===== config.mk =====
export PLATFORM = sky130hd
export DESIGN_NAME = rle_tile_map_decoder
export DESIGN_NICKNAME = d
export VERILOG_FILES = /design/src/rtl/rtd_pkg.sv /design/src/rtl/rle_tile_map_decoder.sv /design/src/rtl/rtd_skid.sv
export SDC_FILE = /design/constraint.sdc
export NUM_CORES = 1
export LEC_CHECK = 0
export ABC_AREA = 1
export BUFFER_PORTS_ARGS = -buffer_cell sky130_fd_sc_hd__buf_2
export CAP_MARGIN = 20
export CORE_MARGIN = 8
export CORE_UTILIZATION = 54
export CTS_CLUSTER_DIAMETER = 120
export DETAILED_ROUTE_END_ITERATION = 6
export HOLD_SLACK_MARGIN = 0.06
export PLACE_DENSITY_LB_ADDON = 0.25
export SYNTH_ARGS = -nofsm -noshare
export SYNTH_HDL_FRONTEND = slang
export SYNTH_SLANG_ARGS = --single-unit

===== constraint.sdc =====
create_clock -name clk -period 8.8 [get_ports clk]
set_input_delay 0 -clock clk [delete_from_list [all_inputs] [get_ports clk]]
set_output_delay 0 -clock clk [all_outputs]
set_load 0.005 [all_outputs]

===== src/rtl/rtd_pkg.sv =====
// Package for the tile map run-length decoder.
// Holds the decoder phase encoding, the result record and the run header base.
// No dependencies.
`default_nettype none

package rtd_pkg;

  localparam int unsigned POS_W = 12;
  localparam int unsigned IDX_W = 11;
  localparam logic [7:0] RUN_BASE = 8'd128;

  typedef enum logic [3:0] {
    PH_HEADER  = 4'b0001,
    PH_RUN     = 4'b0010,
    PH_LITERAL = 4'b0100,
    PH_DONE    = 4'b1000
  } phase_t;

  typedef struct packed {
    logic             last;
    logic [7:0]       repeat_count;
    logic [IDX_W-1:0] first_index;
    logic [7:0]       tile_value;
  } result_t;

endpackage

`default_nettype wire


===== src/rtl/rle_tile_map_decoder.sv =====
// Run-length decoder for one tile map, one compressed byte per item.
//
// Input channel s_*: s_tdata carries the stream byte, s_tuser marks the first
// byte of a new map, which restarts decoding at position zero. A header byte
// above 128 makes the next byte a run value repeated (header - 128) times; a
// header from 1 to 128 is followed by that many literal bytes; zero is skipped.
// Output channel m_*: one result per run value or literal byte, with the tile
// value, the index of its first tile and the repeat count, clipped so that the
// map never passes the tile limit. m_tlast marks the result that reaches it;
// bytes after that are dropped until the next map start.
// Configuration: cfg_we writes cfg_wdata into the tile limit, capped at
// MAX_TILES. Write it only while the decoder is idle.
// Each accepted byte's result is registered in the output stage for m_*. One
// byte is accepted every cycle while s_tready is high; the decode step is a
// single compare and add on the output position. A two-entry output stage
// absorbs one result of receiver stall; s_tready drops only when both are full.
// Reset clears the limit to zero and the decoder to wait for a header.
// Depends on rtd_pkg and rtd_skid.
`default_nettype none

module rle_tile_map_decoder
  import rtd_pkg::*;
#(
  parameter int unsigned MAX_TILES = 2048
) (
  input  wire logic        clk,
  input  wire logic        rst,
  input  wire logic        s_tvalid,
  output logic             s_tready,
  input  wire logic [7:0]  s_tdata,   // code_byte
  input  wire logic        s_tuser,   // start_map
  output logic             m_tvalid,
  input  wire logic        m_tready,
  output logic [31:0]      m_tdata,   // tile_value, first_index, repeat_count, zero pad
  output logic             m_tlast,   // last
  input  wire logic        cfg_we,
  input  wire logic [11:0] cfg_wdata  // tile_limit
);

  localparam int unsigned LimCap = (MAX_TILES > 4095) ? 4095 : MAX_TILES;
  localparam logic [POS_W-1:0] LIM_CAP = POS_W'(LimCap);

  logic [POS_W-1:0] tile_limit;
  phase_t           phase, phase_next;
  logic [7:0]       pending, pending_next;
  logic [POS_W-1:0] position, position_next;

  logic [POS_W-1:0] lim;
  phase_t           ph0;
  logic [7:0]       pend0;
  logic [POS_W-1:0] pos0;
  logic [POS_W-1:0] room;
  logic [7:0]       cnt;
  logic [POS_W:0]   sum;
  logic             fin;
  logic             emit;
  logic             accept;
  logic             push;
  result_t          res;
  result_t          out_res;

  assign lim    = (tile_limit > LIM_CAP) ? LIM_CAP : tile_limit;
  assign ph0    = s_tuser ? PH_HEADER : phase;
  assign pend0  = s_tuser ? 8'd0 : pending;
  assign pos0   = s_tuser ? '0 : position;
  assign room   = lim - pos0;

  always_comb begin
    cnt = 8'd1;
    if (ph0 == PH_RUN) begin
      cnt = ({4'd0, pend0} < room) ? pend0 : room[7:0];
    end
  end

  assign sum = {1'b0, pos0} + {5'd0, cnt};
  assign fin = sum >= {1'b0, lim};

  always_comb begin
    phase_next    = ph0;
    pending_next  = pend0;
    position_next = pos0;
    emit          = 1'b0;
    if (ph0 != PH_DONE && pos0 >= lim) begin
      phase_next = PH_DONE;
    end else begin
      case (ph0)
        PH_HEADER: begin
          if (s_tdata > RUN_BASE) begin
            pending_next = s_tdata - RUN_BASE;
            phase_next   = PH_RUN;
          end else if (s_tdata != 8'd0) begin
            pending_next = s_tdata;
            phase_next   = PH_LITERAL;
          end
        end
        PH_RUN: begin
          pending_next = 8'd0;
          if (cnt == 8'd0) begin
            phase_next = PH_HEADER;
          end else begin
            emit          = 1'b1;
            position_next = sum[POS_W-1:0];
            phase_next    = fin ? PH_DONE : PH_HEADER;
          end
        end
        PH_LITERAL: begin
          emit          = 1'b1;
          position_next = sum[POS_W-1:0];
          if (fin) begin
            pending_next = 8'd0;
            phase_next   = PH_DONE;
          end else begin
            pending_next = (pend0 > 8'd0) ? pend0 - 8'd1 : 8'd0;
            if (pending_next == 8'd0) begin
              phase_next = PH_HEADER;
            end
          end
        end
        default: begin
        end
      endcase
    end
  end

  assign accept = s_tvalid && s_tready;
  assign push   = accept && emit;

  assign res.tile_value   = s_tdata;
  assign res.first_index  = pos0[IDX_W-1:0];
  assign res.repeat_count = cnt;
  assign res.last         = fin;

  always_ff @(posedge clk) begin
    if (rst) begin
      tile_limit <= '0;
      phase      <= PH_HEADER;
      pending    <= 8'd0;
      position   <= '0;
    end else begin
      if (cfg_we) begin
        tile_limit <= cfg_wdata;
      end
      if (accept) begin
        phase    <= phase_next;
        pending  <= pending_next;
        position <= position_next;
      end
    end
  end

  rtd_skid u_skid (
    .clk       (clk),
    .rst       (rst),
    .push      (push),
    .push_data (res),
    .has_room  (s_tready),
    .out_valid (m_tvalid),
    .out_ready (m_tready),
    .out_data  (out_res)
  );

  assign m_tdata = {5'd0, out_res.repeat_count, out_res.first_index, out_res.tile_value};
  assign m_tlast = out_res.last;

  a_run_pending : assert property (@(posedge clk) disable iff (rst)
    phase == PH_RUN |-> pending != 8'd0)
    else $error("run phase entered with no repeat count");

  a_last_done : assert property (@(posedge clk) disable iff (rst)
    push && res.last |=> phase == PH_DONE)
    else $error("final result did not end the map");

  a_count_nonzero : assert property (@(posedge clk) disable iff (rst)
    push |-> res.repeat_count != 8'd0)
    else $error("result with zero repeat count");

  a_done_silent : assert property (@(posedge clk) disable iff (rst)
    accept && !s_tuser && phase == PH_DONE |-> !push)
    else $error("result produced after the map was complete");

endmodule

`default_nettype wire


===== src/rtl/rtd_skid.sv =====
// Two-entry output stage for decoded results.
// Holds a result for the receiver and one more in a skid register.
// Depends on rtd_pkg for the result record.
`default_nettype none

module rtd_skid
  import rtd_pkg::*;
(
  input  wire logic    clk,
  input  wire logic    rst,
  input  wire logic    push,
  input  wire result_t push_data,
  output logic         has_room,
  output logic         out_valid,
  input  wire logic    out_ready,
  output result_t      out_data
);

  logic    skid_valid;
  result_t skid_data;
  logic    pop;

  assign has_room = !skid_valid;
  assign pop      = out_valid && out_ready;

  always_ff @(posedge clk) begin
    if (rst) begin
      out_valid  <= 1'b0;
      skid_valid <= 1'b0;
    end else if (pop || !out_valid) begin
      if (skid_valid) begin
        out_valid  <= 1'b1;
        skid_valid <= 1'b0;
      end else begin
        out_valid <= push;
      end
    end else if (push) begin
      skid_valid <= 1'b1;
    end
  end

  always_ff @(posedge clk) begin
    if (pop || !out_valid) begin
      if (skid_valid) begin
        out_data <= skid_data;
      end else begin
        out_data <= push_data;
      end
    end else if (push) begin
      skid_data <= push_data;
    end
  end

endmodule

`default_nettype wire

==> out/qor.log <==
qor: pwr.power.clock.fraction 36.9%
qor: cts.cts_tree yes
qor: critical_path.worstSetupStartpointType register
qor: drt.detailroute.wirelength.met2 7.648 mm
qor: critical_path.cpPeakStageDelay 500 ps
qor: pwr.switching_power 381.2 uW
qor: yosys.largest_family_of_logic_cells_by_synthesized_area simple AND/OR/NAND/NOR gates
qor: yosys.syn-instance-count 847
qor: yosys.cell_type_contributing_the_most_total_cell_area_after_synthesis sky130_fd_sc_hd__edfxtp_1
qor: critical_path.arrival 7570 ps
qor: floorplan.die_x 123.8 um
qor: yosys.postSynth.topFlopCell sky130_fd_sc_hd__edfxtp_1
qor: global_route.antenna_found_initial 0
qor: pwr.internal_power 863.9 uW
qor: yosys.post_synth_most_frequent_cells sky130_fd_sc_hd__nand2_1 (200), sky130_fd_sc_hd__inv_1 (118), sky130_fd_sc_hd__o21ai_0 (83), sky130_fd_sc_hd__nor2_1 (68), sky130_fd_sc_hd__a21oi_1 (66)
qor: floorplan.die-area 15330 sq um
qor: pwr.pd_cells 170.6 nW/um^2
qor: yosys.synthesis.area 6275 sq um
qor: timing.finalSetupTns 0 ps
qor: yosys.avg_inst_size_synth 7.408 sq um
qor: global_route.largest_net_degree_at_the_start_of_global_routing 53
qor: timing.final.setup.worst_slack 1467 ps
qor: yosys.yosys.cell_count.top_type sky130_fd_sc_hd__nand2_1
qor: drt.met1_length 7.832 mm
qor: timing.finalWorstPathRequiredPeriod 7333 ps
qor: yosys.synth.yosys.warnings 0
qor: cts.ctsHtreeMaxLevel 3
qor: floorplan.initial_core_util 55.19%
qor: critical_path.crit_type reg -> reg
qor: cts.cts-resized-gates 0
qor: timing.fin_skew 12.26 ps
qor: cts.cts_post_setup_buffers_inserted 0
qor: floorplan.placement_rows 39
qor: yosys.yosys-top-cells-area sky130_fd_sc_hd__edfxtp_1 (27%), sky130_fd_sc_hd__dfxtp_1 (12%), sky130_fd_sc_hd__nand2_1 (12%)
qor: cts.worst_setup_hold_path_clk_slew 80 ps
qor: drt.top_layer met4
qor: drt.route.detailed.wl_per_inst 16.39 um
qor: place.port_buffers 55
qor: drt.met3_length 1.674 mm
qor: timing.slew_headroom 49.77%
qor: drt.drt-vias-per-instance 5.655
qor: global_route.first_global_vias 5655
qor: floorplan.die_height 123.8 um
qor: cts.cts-buffers-inserted 9
qor: yosys.portion_of_the_post_synthesis_area_used_by_sequential_elements 38.92%
qor: drt.routed_wl 17.54 mm
qor: drt.final_antenna_net_count 0
qor: yosys.synthMuxAreaShare 0%
qor: cts.insertion_delay 350 ps
qor: critical_path.most_prevalent_standard_cell_on_the_critical_path sky130_fd_sc_hd__nand2_1
qor: job.cap_viol_max_count 0
qor: final_layout.antenna_diodes 0
qor: pwr.total_leakage_power 0.003568 uW
qor: global_route.global_route.usage.total 23.45%
qor: global_route.wire_length_of_the_first_global_routing_pass 28.46 mm
qor: worst_hold_path.worstHoldPathType in -> reg
qor: floorplan.core_region_area 11370 sq um
qor: place.placement.setup.worst_slack 1603 ps
qor: final_layout.area_growth_syn_to_layout 16.33%
qor: drt.vias 6051
qor: yosys.synth-async-reset-ratio 0%
qor: place.detailedPlacementHpwl 12.72 mm
qor: yosys.synth-compound-area-share 15.81%
qor: yosys.yosys_register_bits 94
qor: worst_hold_path.hold_path.startpoint s_tuser
qor: pwr.power.combinational.fraction 23.6%
qor: pwr.worst_ir_drop_vdd 0.0001048 V
qor: pwr.seqPwrFrac 39.6%
qor: final_layout.final_layout_size_suffix_gt1_share 11.43%
qor: critical_path.critPathRequiredTime 9040 ps
qor: yosys.synth_simple_gate_area_share 25.26%
qor: yosys.yosys.cell_types.count 45
qor: yosys.number_of_enable_flip_flop_cells_after_synthesis 56
qor: timing.setup_repair_after_global_routing_missed_its_margin false
qor: timing.timing.final.max_slew_violations 0
qor: cts.cts_max_path_buffers 2
qor: cts.clk_root_buffer_cell sky130_fd_sc_hd__clkbuf_16
qor: timing.period_share 83.33%
qor: drt.drc 0
qor: yosys.synthAdderAreaFrac 8.415%
qor: final_layout.layout_net_count 989
qor: pwr.totalPowerFinal 1245 uW
qor: critical_path.timing.critical_path.from tile_limit[8]$_SDFFE_PP0P_
qor: timing.achievable-frequency 136.4 MHz
qor: place.gpl_wtd_cong 0.9729
qor: yosys.synthXorXnorAreaFrac 1.954%
qor: critical_path.setup.worst_path.end_class register
qor: run_status.status completed
qor: critical_path.path_max_fanout 10
qor: floorplan.num_io_pins 61
qor: cts.cts_hold_repair.buffers 29
qor: critical_path.worstReg2RegStart tile_limit[8]$_SDFFE_PP0P_
qor: critical_path.crit_slowest_cell sky130_fd_sc_hd__or4_1
qor: cts.clock_sink_count 94
qor: drt.detailedRoute.firstIterationViolations 842
qor: global_route.overflow 0
qor: timing.timing_worst_slew_pin_value 752.6 ps
qor: final_layout.fillers 982
qor: timing.timing.final.hold_violations 0
qor: drt.drt_pre_antenna_iters 6
qor: yosys.proportion_of_netlist_area_held_by_the_largest_area_contributor 26.80%
qor: timing.finalSetupViolCount 0
qor: pwr.power.switching_fraction 30.61%
==> sequential cells by signal, indices dropped and copies added, names as in the netlist <==
name               cells
u_skid.out_data       28
u_skid.skid_data      28
position              12
tile_limit            12
pending                8
phase                  4
u_skid.out_valid       1
u_skid.skid_valid      1
==> power by group through the flow <==
| stage | Sequential, uW | Clock [uW] | Combinational (uW) |
|---|---|---|---|
| 6_report | 493 | 459 | 293 |
| 5_1_grt | 494 | 477 | 327 |
| 4_1_cts | 493 | 459 | 286 |
| 3_5_place_dp | 502 | 0 | 275 |
| 3_3_place_gp | 501 | 0 | 274 |
| 2_1_floorplan | 501 | 0 | 205 |
==> critical path, delay by kind of cell (launching register included) <==
kind / cells / cell delay, ps
compound gates: 8 / 1410
xor+xnor: 2 / 330
fa+ha+maj: 4 / 1250
buf+inv: 5 / 410
flops: 1 / 330
simple gates: 31 / 3520
==> cell families (layout without fill, tap and decap cells) <==
group / Yosys count / after routing
buffers and inverters: 150 / 226
AOI/OAI and AO/OA: 184 / 184
and+or+nand+nor: 363 / 363
other: 1 / 5
DFF: 94 / 94
xor gates and xnor gates: 14 / 14
adders and majority gates: 41 / 41
==> metrics by stage <==
stage               utilization [%]  hold slack, ps  area, sq um  instances
CTS                           63.96           199.2         7272       1069
detailed placement            58.36           198.8         6635       1024
global placement              58.36           196.3         6635       1024
global route                  64.20           240.0         7300       1070
finish                        64.20           203.7         7300       1070
floorplan                         -           69.07         6290        851
==> layer usage <==
layer | vias to the layer above | GRT usage (%)
met5 | - | 0
met4 | 0 | 7.750
met3 | 30 | 3.354
met2 | 338 | 36.40
li1 | 2968 | -
met1 | 2715 | 32.90
==> cells in the final DEF, fill, tap and decap left out, types with 2 or more instances in the layout <==
cell type | netlist | layout
sky130_fd_sc_hd__o2111ai_1 | 2 | 2
sky130_fd_sc_hd__inv_1 | 118 | 118
sky130_fd_sc_hd__bufinv_16 | 0 | 3
sky130_fd_sc_hd__inv_2 | 3 | 3
sky130_fd_sc_hd__xnor2_1 | 5 | 5
sky130_fd_sc_hd__o22ai_1 | 2 | 2
sky130_fd_sc_hd__o211ai_1 | 4 | 4
sky130_fd_sc_hd__nand2_1 | 200 | 200
sky130_fd_sc_hd__o31ai_1 | 3 | 3
sky130_fd_sc_hd__conb_1 | 1 | 5
sky130_fd_sc_hd__buf_2 | 3 | 55
sky130_fd_sc_hd__a21oi_2 | 4 | 4
sky130_fd_sc_hd__xor2_1 | 9 | 9
sky130_fd_sc_hd__nand3_1 | 39 | 39
sky130_fd_sc_hd__fa_1 | 2 | 2
sky130_fd_sc_hd__nand4_1 | 18 | 18
sky130_fd_sc_hd__a21o_1 | 2 | 2
sky130_fd_sc_hd__nor2_4 | 3 | 3
sky130_fd_sc_hd__dlygate4sd3_1 | 0 | 29
sky130_fd_sc_hd__nor2_2 | 3 | 4
sky130_fd_sc_hd__nor3_1 | 10 | 9
sky130_fd_sc_hd__nand3_2 | 2 | 2
sky130_fd_sc_hd__nor2_1 | 68 | 67
sky130_fd_sc_hd__ha_1 | 39 | 39
sky130_fd_sc_hd__nand2_4 | 2 | 2
sky130_fd_sc_hd__buf_4 | 5 | 4
sky130_fd_sc_hd__edfxtp_1 | 56 | 56
sky130_fd_sc_hd__o21bai_1 | 2 | 2
sky130_fd_sc_hd__dfxtp_1 | 38 | 38
sky130_fd_sc_hd__nor4_1 | 3 | 3
sky130_fd_sc_hd__a21oi_1 | 66 | 66
sky130_fd_sc_hd__nand2_2 | 10 | 10
sky130_fd_sc_hd__o21ai_1 | 9 | 9
sky130_fd_sc_hd__clkbuf_16 | 0 | 9
sky130_fd_sc_hd__a31oi_1 | 2 | 2
sky130_fd_sc_hd__o21ai_0 | 83 | 83
==> final timing paths <==
| path | end | slack (ps) | cells after the start |
|---|---|---|---|
| worst min-delay path | u_skid.skid_data[18]$_DFFE_PP_ | 200 | 2 |
| worst min register to register | pending[0]$_SDFFE_PP0P_ | 470 | 2 |
| worst max register to register | phase[0]$_SDFFE_PP1P_ | 1470 | 50 |
| worst max-delay path | phase[0]$_SDFFE_PP1P_ | 1470 | 50 |
==> cell type report <==
cell class              count  area, sq um  share of cell area, %
clock buffers              10        229.0                  3.137
clock inverters             6        117.6                  1.611
inverters                 121        454.2                  6.222
multi-input cells         607         3254                  44.58
flip-flops and latches     94         2442                  33.46
well taps                 143        178.9                  2.451
repair buffers             89        623.1                  8.536
No activity file was read; power rests on OpenSTA's default activity.
